## src/hw/rtl/bspmc_pkg.sv

```systemverilog
// ----------------------------------------------------------------------------
// bspmc_pkg
// Shared types, codes and constants of the battery SOC and power mode
// controller: opcodes, mode codes, register indexes and load patterns.
// ----------------------------------------------------------------------------
package bspmc_pkg;

  localparam int SocW    = 24;
  localparam int CountW  = 18;
  localparam int VoltW   = 13;
  localparam int SStepW  = 16;
  localparam int CStepW  = 10;
  localparam int ModeW   = 8;
  localparam int SwW     = 7;
  localparam int OpW     = 3;
  localparam int CfgIdxW = 3;
  localparam int CfgDatW = 24;
  localparam int InDatW  = 80;
  localparam int OutDatW = 64;

  localparam logic [SocW-1:0] SOC_ONE = 24'd8388608;

  // opcodes
  localparam logic [OpW-1:0] OP_PULSE    = 3'd0;
  localparam logic [OpW-1:0] OP_TICK     = 3'd1;
  localparam logic [OpW-1:0] OP_SET_MODE = 3'd2;
  localparam logic [OpW-1:0] OP_RESTORE  = 3'd3;
  localparam logic [OpW-1:0] OP_INIT_SOC = 3'd4;
  localparam logic [OpW-1:0] OP_ACK      = 3'd5;

  // modes
  localparam logic [ModeW-1:0] MODE_DETUMBLE  = 8'd0;
  localparam logic [ModeW-1:0] MODE_CRITICAL  = 8'd1;
  localparam logic [ModeW-1:0] MODE_SURVIVAL  = 8'd2;
  localparam logic [ModeW-1:0] MODE_LOW_POWER = 8'd3;
  localparam logic [ModeW-1:0] MODE_IDLE      = 8'd4;
  localparam logic [ModeW-1:0] MODE_NORMAL    = 8'd5;
  localparam logic [ModeW-1:0] MODE_NONE      = 8'd255;

  // register indexes
  localparam logic [CfgIdxW-1:0] REG_CRIT_TH     = 3'd0;
  localparam logic [CfgIdxW-1:0] REG_SURV_TH     = 3'd1;
  localparam logic [CfgIdxW-1:0] REG_LOWPWR_TH   = 3'd2;
  localparam logic [CfgIdxW-1:0] REG_CHARGED_MV  = 3'd3;
  localparam logic [CfgIdxW-1:0] REG_SOC_STEP    = 3'd4;
  localparam logic [CfgIdxW-1:0] REG_CHARGE_STEP = 3'd5;
  localparam logic [CfgIdxW-1:0] REG_CAPACITY    = 3'd6;

  // register reset values
  localparam logic [SocW-1:0]   RST_CRIT_TH     = 24'd2097152;
  localparam logic [SocW-1:0]   RST_SURV_TH     = 24'd2516582;
  localparam logic [SocW-1:0]   RST_LOWPWR_TH   = 24'd3355443;
  localparam logic [VoltW-1:0]  RST_CHARGED_MV  = 13'd7100;
  localparam logic [SStepW-1:0] RST_SOC_STEP    = 16'd1526;
  localparam logic [CStepW-1:0] RST_CHARGE_STEP = 10'd25;
  localparam logic [CountW-1:0] RST_CAPACITY    = 18'd129600;

  typedef struct packed {
    logic [VoltW-1:0]  voltage_mv;
    logic              charge_dir;
    logic [ModeW-1:0]  mode_value;
    logic [15:0]       mode_primary;
    logic [15:0]       mode_redundant;
    logic [SocW-1:0]   soc_init;
    logic [OpW-1:0]    opcode;
  } in_item_t;

  // Load pattern of a mode; valid only for modes below MODE_NORMAL + 1.
  function automatic logic [SwW-1:0] load_pattern(input logic [ModeW-1:0] m);
    logic [SwW-1:0] p;
    unique case (m)
      MODE_DETUMBLE:  p = 7'h03;
      MODE_CRITICAL:  p = 7'h00;
      MODE_SURVIVAL:  p = 7'h05;
      MODE_LOW_POWER: p = 7'h0F;
      MODE_IDLE:      p = 7'h0D;
      MODE_NORMAL:    p = 7'h1F;
      default:        p = 7'h00;
    endcase
    return p;
  endfunction

endpackage

```

## src/hw/rtl/battery_soc_power_mode_controller.sv

```systemverilog
// ----------------------------------------------------------------------------
// battery_soc_power_mode_controller
// Coulomb count, state-of-charge estimate, power mode selection and load
// switch control, one result word per input word.
// ----------------------------------------------------------------------------
//  channel  dir  handshake           payload
//  s_*      in   s_tvalid/s_tready   s_tuser opcode, s_tdata item fields
//  m_*      out  m_tvalid/m_tready   m_tdata result fields
//  cfg_*    in   cfg_valid/cfg_ready cfg_index register, cfg_data value
//
// Each word passes the input register, then the update logic into the result
// register; a new word can enter every cycle unless m_tready stalls. State
// updates at the edge that loads the result, so back-to-back words see each
// other's effects. A stall on m_tready holds the result and backs up into the
// input register; s_tready drops only when both are full. rst clears the
// flags and loads registers and state with reset values; cfg writes never wait.
// ----------------------------------------------------------------------------
module battery_soc_power_mode_controller
  import bspmc_pkg::*;
(
  input  logic                clk,
  input  logic                rst,
  // stream in
  input  logic                s_tvalid,
  output logic                s_tready,
  input  logic [OpW-1:0]      s_tuser,   // opcode
  // [0] charge_dir, [13:1] voltage_mv, [21:14] mode_value,
  // [37:22] mode_primary, [53:38] mode_redundant, [77:54] soc_init, rest 0
  input  logic [InDatW-1:0]   s_tdata,
  // stream out
  output logic                m_tvalid,
  input  logic                m_tready,
  // [7:0] mode, [8] mode_changed, [15:9] load_switches,
  // [16] switches_updated, [40:17] soc, [58:41] charge_count, rest 0
  output logic [OutDatW-1:0]  m_tdata,
  // configuration writes
  input  logic                cfg_valid,
  output logic                cfg_ready,
  input  logic [CfgIdxW-1:0]  cfg_index,
  input  logic [CfgDatW-1:0]  cfg_data
);

  // configuration registers
  logic [SocW-1:0]   crit_th;
  logic [SocW-1:0]   surv_th;
  logic [SocW-1:0]   lowpwr_th;
  logic [VoltW-1:0]  charged_mv;
  logic [SStepW-1:0] soc_step;
  logic [CStepW-1:0] charge_step;
  logic [CountW-1:0] capacity;

  // controller state
  logic [ModeW-1:0]  current_mode, current_mode_next;
  logic [ModeW-1:0]  applied_mode, applied_mode_next;
  logic [SwW-1:0]    switch_pattern, switch_pattern_next;
  logic [SocW-1:0]   soc_est, soc_est_next;
  logic [CountW-1:0] charge_total, charge_total_next;
  logic              updated;

  // pipeline
  logic              in_valid;
  in_item_t          in_item;
  logic              advance;

  logic [CountW:0]   count_sum;
  logic [SocW:0]     soc_sum;
  logic [ModeW-1:0]  tick_mode;

  assign cfg_ready = 1'b1;

  // Move the held word into the result register when that slot frees up.
  assign advance  = in_valid && (!m_tvalid || m_tready);
  assign s_tready = !in_valid || advance;

  always_ff @(posedge clk) begin
    if (rst) begin
      crit_th     <= RST_CRIT_TH;
      surv_th     <= RST_SURV_TH;
      lowpwr_th   <= RST_LOWPWR_TH;
      charged_mv  <= RST_CHARGED_MV;
      soc_step    <= RST_SOC_STEP;
      charge_step <= RST_CHARGE_STEP;
      capacity    <= RST_CAPACITY;
    end else if (cfg_valid && cfg_ready) begin
      unique case (cfg_index)
        REG_CRIT_TH:     crit_th     <= cfg_data;
        REG_SURV_TH:     surv_th     <= cfg_data;
        REG_LOWPWR_TH:   lowpwr_th   <= cfg_data;
        REG_CHARGED_MV:  charged_mv  <= cfg_data[VoltW-1:0];
        REG_SOC_STEP:    soc_step    <= cfg_data[SStepW-1:0];
        REG_CHARGE_STEP: charge_step <= cfg_data[CStepW-1:0];
        REG_CAPACITY:    capacity    <= cfg_data[CountW-1:0];
        default: ;  // unknown index: drop the write
      endcase
    end
  end

  // input register
  always_ff @(posedge clk) begin
    if (rst) begin
      in_valid <= 1'b0;
    end else if (s_tready) begin
      in_valid <= s_tvalid;
    end
  end

  always_ff @(posedge clk) begin
    if (s_tvalid && s_tready) begin
      in_item.opcode         <= s_tuser;
      in_item.charge_dir     <= s_tdata[0];
      in_item.voltage_mv     <= s_tdata[13:1];
      in_item.mode_value     <= s_tdata[21:14];
      in_item.mode_primary   <= s_tdata[37:22];
      in_item.mode_redundant <= s_tdata[53:38];
      in_item.soc_init       <= s_tdata[77:54];
    end
  end

  assign count_sum = {1'b0, charge_total} + {{(CountW+1-CStepW){1'b0}}, charge_step};
  assign soc_sum   = {1'b0, soc_est} + {{(SocW+1-SStepW){1'b0}}, soc_step};

  // Threshold ladder of the monitor tick: critical is checked first, then survival, then low power.
  always_comb begin
    priority if (soc_est < crit_th) begin
      tick_mode = MODE_CRITICAL;
    end else if (soc_est < surv_th) begin
      tick_mode = MODE_SURVIVAL;
    end else if (soc_est < lowpwr_th) begin
      tick_mode = MODE_LOW_POWER;
    end else begin
      tick_mode = current_mode;
    end
  end

  always_comb begin
    current_mode_next   = current_mode;
    applied_mode_next   = applied_mode;
    switch_pattern_next = switch_pattern;
    soc_est_next        = soc_est;
    charge_total_next   = charge_total;
    updated             = 1'b0;
    unique case (in_item.opcode)
      OP_PULSE: begin
        if (in_item.charge_dir) begin
          charge_total_next = (count_sum > {1'b0, capacity}) ? capacity
                                                             : count_sum[CountW-1:0];
          soc_est_next = (soc_sum > {1'b0, SOC_ONE}) ? SOC_ONE : soc_sum[SocW-1:0];
        end else begin
          charge_total_next = (charge_total > {{(CountW-CStepW){1'b0}}, charge_step})
                            ? charge_total - {{(CountW-CStepW){1'b0}}, charge_step}
                            : '0;
          if (in_item.voltage_mv > charged_mv) begin
            soc_est_next = SOC_ONE;
          end else begin
            soc_est_next = (soc_est > {{(SocW-SStepW){1'b0}}, soc_step})
                         ? soc_est - {{(SocW-SStepW){1'b0}}, soc_step}
                         : '0;
          end
        end
      end
      OP_TICK: begin
        current_mode_next = tick_mode;
        if (tick_mode != applied_mode) begin
          // modes above normal have no pattern: keep the switches
          if (tick_mode <= MODE_NORMAL) begin
            switch_pattern_next = load_pattern(tick_mode);
            updated             = 1'b1;
          end
          applied_mode_next = tick_mode;
        end
      end
      OP_SET_MODE: current_mode_next = in_item.mode_value;
      OP_RESTORE: begin
        current_mode_next = (in_item.mode_primary == in_item.mode_redundant)
                          ? in_item.mode_primary[ModeW-1:0] : MODE_IDLE;
      end
      OP_INIT_SOC: soc_est_next = (in_item.soc_init > SOC_ONE) ? SOC_ONE : in_item.soc_init;
      OP_ACK:      applied_mode_next = current_mode;
      default: ;  // unused opcodes: report state only
    endcase
  end

  // state and result register
  always_ff @(posedge clk) begin
    if (rst) begin
      current_mode   <= MODE_LOW_POWER;
      applied_mode   <= MODE_NONE;
      switch_pattern <= '0;
      soc_est        <= '0;
      charge_total   <= RST_CAPACITY;
      m_tvalid       <= 1'b0;
    end else begin
      if (advance) begin
        current_mode   <= current_mode_next;
        applied_mode   <= applied_mode_next;
        switch_pattern <= switch_pattern_next;
        soc_est        <= soc_est_next;
        charge_total   <= charge_total_next;
        m_tvalid       <= 1'b1;
      end else if (m_tready) begin
        m_tvalid <= 1'b0;
      end
    end
  end

  always_ff @(posedge clk) begin
    if (advance) begin
      m_tdata <= {{(OutDatW-59){1'b0}},
                  charge_total_next,
                  soc_est_next,
                  updated,
                  switch_pattern_next,
                  (current_mode_next != applied_mode_next),
                  current_mode_next};
    end
  end

endmodule

```

## config.mk

```make
export PLATFORM = sky130hd
export DESIGN_NAME = battery_soc_power_mode_controller
export DESIGN_NICKNAME = d
export VERILOG_FILES = /design/src/hw/rtl/bspmc_pkg.sv /design/src/hw/rtl/battery_soc_power_mode_controller.sv
export SDC_FILE = /design/constraint.sdc
export NUM_CORES = 1
export LEC_CHECK = 0
export BUFFER_PORTS_ARGS = -buffer_cell sky130_fd_sc_hd__buf_2
export CAP_MARGIN = 30
export CORE_MARGIN = 4
export CORE_UTILIZATION = 47
export CTS_CLUSTER_SIZE = 24
export DETAILED_ROUTE_END_ITERATION = 10
export PLACE_DENSITY = 0.65
export SLEW_MARGIN = 25
export SYNTH_ARGS = -nofsm -noshare
export SYNTH_HDL_FRONTEND = slang
export SYNTH_SLANG_ARGS = --single-unit
```

## constraint.sdc

```tcl
create_clock -name clk -period 6.2 [get_ports clk]
set_clock_uncertainty 0.15 [all_clocks]
set_input_delay 0.62 -clock clk [delete_from_list [all_inputs] [get_ports clk]]
set_output_delay 0.62 -clock clk [all_outputs]
set_load 0.01 [all_outputs]
```

Word level (Yosys, flattened, before mapping)
Index checks and enable logic that the tools add are counted.

cells by class
  multiplexer cells = 24
  magnitude comparators = 10
  eq/ne operators = 18
  reduce and logical (&&, ||, !) cells = 18
  $add $sub $neg = 4

operator list
  operator                                                                 number
  24-bit two-way mux                                                       5
  24-bit < comparator                                                      3
  18-bit two-way mux                                                       4
  24-bit one-hot mux with 2 select lines                                   1
  8-bit two-way mux                                                        5
  24-bit by 16-bit adder with 25-bit output                                1
  25-bit by 24-bit > comparator with 1-bit output (second input constant)  1
  5-bit one-hot mux with 5 select lines                                    1
  24-bit by 16-bit > comparator with 1-bit output                          1
  24-bit > comparator (second input constant)                              1
  8-bit one-hot mux with 3 select lines                                    1
  24-bit by 16-bit subtractor with 24-bit output                           1
  7-bit two-way mux                                                        3
  18-bit by 10-bit adder with 19-bit output                                1
  19-bit by 18-bit > comparator with 1-bit output                          1
  18-bit by 10-bit > comparator with 1-bit output                          1
  18-bit by 10-bit subtractor with 18-bit output                           1
  16-bit == test                                                           1
  8-bit by 2-bit == test with 1-bit output (second input constant)         2
  8-bit by 3-bit == test with 1-bit output (second input constant)         2
  8-bit inequality test                                                    2
  8-bit one-hot mux with 2 select lines                                    1
  2-bit AND reduction                                                      8
  3-bit == test (second input constant)                                    5
  other kinds (11)                                                         21

word-level totals
  output and inout port bits = 67
  register bits = 336
  input bits = 115

Depth between registers and ports, before layout
  word-level depth = 9
  gate-level depth with buffers = 23

Worst setup path after synthesis
OpenSTA, ideal clock, no wires.

  kind = register -> register
  start = reg charge_total[0]
  end = reg m_tdata[58] (data pin)
  setup time = 262 ps
  setup slack = 1618 ps
  stages on the path, launching flop included = 24
  period minus slack after synthesis = 4582 ps
  data arrival time = 4169 ps
  data required time = 5788 ps
  cell sequence = dfxtp_1 ha_1 inv_1 fa_1 o21ba_2 o21ai_1 a21oi_1 o21ai_1 nand3_1 a31oi_1 xor2_1 ha_1 a21oi_1 nor2b_1 o21ai_0 nand2b_1 a21oi_1 a31oi_1 a31oi_1 buf_2 buf_2 mux2i_1 nor2_1 or2_2

on the way
  longest elaborated chain between the ends = 5

ends and longest elaborated chain
  element                                          line                                      text
  from (decl)                                      battery_soc_power_mode_controller.sv:57   logic [CountW-1:0] charge_total, charge_total_next;
  from (signal assigned)                           battery_soc_power_mode_controller.sv:198  charge_total <= charge_total_next;
  18-bit by 10-bit adder with 19-bit output        battery_soc_power_mode_controller.sv:119  assign count_sum = {1'b0, charge_total} + {{(CountW+1-CStepW){1'b0}}, charge_step};
  19-bit by 18-bit > comparator with 1-bit output  battery_soc_power_mode_controller.sv:145  charge_total_next = (count_sum > {1'b0, capacity}) ? capacity
  18-bit two-way mux                               battery_soc_power_mode_controller.sv:145
  18-bit two-way mux *                             battery_soc_power_mode_controller.sv:144  if (in_item.charge_dir) begin
  18-bit two-way mux *                             battery_soc_power_mode_controller.sv:142  unique case (in_item.opcode)
  via charge_total_next[17]                        battery_soc_power_mode_controller.sv:57
  to (signal assigned)                             battery_soc_power_mode_controller.sv:208  m_tdata <= {{(OutDatW-59){1'b0}},
  to (decl)                                        battery_soc_power_mode_controller.sv:35   output logic [OutDatW-1:0] m_tdata,

The timed path passes the listed nets; every way through them passes the cells marked *.
A chain may end at the register's enable or synchronous reset.

Worst setup path after layout
Ends and elaborated chain as after synthesis.

==> summary.md <==
| Metric | Value |
|---|---|
| Status | `completed` |
| Post-Route WL | `61.1 mm` |
| Cell Area, Placed | `21400 sq um` |
| Final instance area | `22800 sq um` |
| Top cell type's share of synthesized area | `20.9%` |
| Max-slew violation count | `0` |
| Final Critical Period | `5.46 ns` |
| FF-to-FF path depth | `22` |
| DRT Pass-1 Iters | `6` |
| Fin nets | `2704` |
| CTS Hold Bufs | `0` |
| Cell count after synthesis | `2302` |
| # rows | `75` |
| Fraction of registers with async set/reset | `0%` |
| Core area | `42100 sq um` |
| Grt total ovfl | `0` |
| Drt drc | `0` |
| GRT Overall Usage | `25.5%` |
| PortBufs | `173` |
| Per-cell routed wire length | `20.3 um` |
| Synth area leaders | `edfxtp_1 21%, dfxtp_1 20%, ha_1 9.5%` |
| Sw Ratio | `27.2%` |
| Synth top cells by count | `317 x nand2_1, 196 x dfxtp_1, 192 x a21oi_1` |
| TritonCTS clock tree | `built` |
| Buf+Inv Stages, Crit Path | `2` |
| Via count | `17600` |
| Worst path cell trace | `ha_1 -> inv_1 -> fa_1 -> o21ba_2 -> o21ai_1 -> a21oi_1 -> o21ai_1 -> nand3_1 -> a31oi_1 -> xor2_1 -> ha_1 -> a21oi_1 -> nor2b_1 -> o21ai_0 -> nand2b_1 -> a21oi_1 -> a31oi_1 -> a31oi_2 -> buf_4 -> mux2i_1 -> nor2_1 -> or2_2` |
| Clk pwr share | `41.9%` |
| DRT iter0 DRCs | `1361` |
| # IOs | `182` |
| Register area share after synthesis | `40.5%` |
| CP Capture Type | `register` |
| Pint | `0.00426 W` |
| Layout cells sized above 1 | `13.4%` |
| Hold wc startpoint | `s_tdata[52]` |
| First-pass GRT wire length | `94.7 mm` |
| Post-CTS Setup Inserts | `0` |
| Pwr Density | `257 nW/um^2` |
| Sequential share of power | `42.5%` |
| CP peak stage delay | `0.54 ns` |
| Worst Hold Depth | `1` |
| M3 GR Usage | `3.77%` |
| CTS Root Cell | `clkbuf_16` |
| Resize count post-CTS | `0` |
| Worst EP required | `6.37 ns` |
| Startpoint type of the worst setup path | `register` |
| GPL Wtd Cong | `0.927` |
| Synth cell types | `97` |
| Psw | `0.00159 W` |
| Static Leak | `9.26 nW` |
| WP data arrival | `5.62 ns` |
| CP max FO | `10` |
| Met2 Use GR | `42.7%` |
| Flops & latches, synth | `336` |
| Max VDD drop | `217 uV` |
| Maximum clock frequency | `183 MHz` |
| RSZ-0062 raised after global routing | `no` |
| Inserted Clock Buffers | `39` |
| Mapped Area | `20100 sq um` |
| Largest net degree at the start of global routing | `101` |
| Starting Density | `47.7%` |
| Busiest layer in global routing | `met2` |
| Worst hold slack | `0.0798 ns` |
| Most used DFF post-synth | `dfxtp_1` |
| Vias in the first global route | `17100` |
| RR Endpoint | `m_tdata[58]$_DFFE_PP_` |
| H-tree depth | `2` |
| Via density | `5.85` |
| Total number of yosys warnings | `0` |
| Initial antenna violation count | `6` |
| Hold Violations, Final | `0` |
| Worst slew margin | `38.0%` |
| Die Width | `215 um` |
| Met1 Usage GRT | `33.7%` |
| Worst Hold End | `in_item[41]$_DFFE_PP_` |
| FF-to-FF Start | `charge_total[0]$_SDFFE_PP0P_` |
| Most common cell in the netlist | `nand2_1` |
| Max-cap violations | `0` |
| Largest area contributor in the synthesized netlist | `edfxtp_1` |
| Logic gate share of total power | `15.6%` |
| Clk buf depth | `3` |
| Die H | `215 um` |
| Antenna Nets Post-Route | `0` |
| R2R setup slack | `0.74 ns` |
| DP HPWL | `44.8 mm` |
| Post-synth EDFFs | `140` |
| Crit path max-delay cell type | `a31oi_2` |
| Clk pin slew, worst setup/hold paths | `0.06 ns` |
| Setup violators final | `0` |
| Die Area | `46100 sq um` |
| Worst-margin pin slew | `0.930 ns` |
| Period Utilization, post-route | `88.0%` |
| P&R area growth vs syn | `13.6%` |
| Mean Syn Cell Area | `8.72 sq um` |
| CTS sink cnt | `336` |
| Crit-path leading delay family | `compound AO/OA/AOI/OAI gates` |
| Cell mode on critical path | `a21oi_1` |
| Min-Delay Path Class | `in -> reg` |
| TNS Setup | `0 ns` |
| WS Path Type | `reg -> reg` |
| Clk_lat worst skew | `0.56 ns` |
-- cell usage in the layout (no fill, tap or decap), drive strengths merged, types with 53 or more instances in the layout --
cell type / netlist / layout
a21oi: 195 / 195
ha: 152 / 152
o21ai: 111 / 111
clkbuf: 93 / 56
nand2: 317 / 317
xnor2: 53 / 53
edfxtp: 140 / 140
inv: 189 / 190
dfxtp: 196 / 196
buf: 29 / 208
nor2: 183 / 183
-- worst max path at each step --
stage	start	end	slack, ns	cells after the start
finish	charge_total[0]$_SDFFE_PP0P_	m_tdata[58]$_DFFE_PP_	0.74	22
floorplan	charge_total[0]$_SDFFE_PP0P_	m_tdata[58]$_DFFE_PP_	1.62	23
global placement	charge_total[0]$_SDFFE_PP0P_	m_tdata[58]$_DFFE_PP_	0.85	22
detailed placement	charge_total[0]$_SDFFE_PP0P_	m_tdata[58]$_DFFE_PP_	0.85	22
global route	charge_total[0]$_SDFFE_PP0P_	m_tdata[58]$_DFFE_PP_	0.31	22
CTS	charge_total[0]$_SDFFE_PP0P_	m_tdata[58]$_DFFE_PP_	0.81	22
-- stage by stage --
| stage | std cells | total power (W) | util [%] | setup WS, ns |
|---|---|---|---|---|
| finish | 3006 | 0.00585 | 54.2 | 0.742 |
| global route | 3006 | 0.00609 | 54.2 | 0.309 |
| CTS | 3001 | 0.00589 | 54.1 | 0.807 |
| detailed placement | 2930 | 0.00343 | 50.8 | 0.850 |
| global placement | 2929 | 0.00341 | 50.8 | 0.849 |
| floorplan | 2306 | 0.00313 | - | 1.62 |
-- flip-flops by register name, indices dropped and copies added, names as in the netlist --
| signal | flops |
|---|---|
| in_item | 81 |
| m_tdata | 59 |
| crit_th | 24 |
| lowpwr_th | 24 |
| soc_est | 24 |
| surv_th | 24 |
| capacity | 18 |
| charge_total | 18 |
| soc_step | 16 |
| charged_mv | 13 |
| charge_step | 10 |
| applied_mode | 8 |
| current_mode | 8 |
| switch_pattern | 7 |
| in_valid | 1 |
| m_tvalid | 1 |
-- power groups by stage --
stage / sequential, W / combinational, W / clock, W
CTS: 0.00249 / 0.000902 / 0.00250
finish: 0.00249 / 0.000913 / 0.00245
floorplan: 0.00251 / 0.000619 / 0
global route: 0.00250 / 0.00100 / 0.00259
global placement: 0.00253 / 0.000879 / 0
detailed placement: 0.00253 / 0.000897 / 0
-- metal layers --
metal / routed length, um / share of wire, %
met3: 4260 / 7.0
met4: 2140 / 3.5
met2: 28700 / 47
met1: 26000 / 43
met5: 18 / 0.029
-- logic make-up after synthesis --
family | after synthesis | share of synthesized area (%)
AND/OR/NAND/NOR | 776 | 18.1
AO/OA/AOI/OAI | 610 | 20.3
flip-flops | 336 | 40.5
buffers and inverters | 311 | 6.11
adder cells (fa/ha/maj) | 156 | 9.87
XOR/XNOR | 70 | 3.05
multiplexers | 41 | 2.12
other | 2 | 0.0374
-- cell type report --
class / count / area (sq um)
fill: 3881 / 19300
multi-input combinational: 1659 / 10800
sequential: 336 / 8130
clock buffer: 56 / 1150
timing repair buffer: 208 / 1150
inverter: 189 / 712
tap: 539 / 674
clock inverter: 15 / 220
antenna: 4 / 10.0
(Power assumes the default switching activity.)
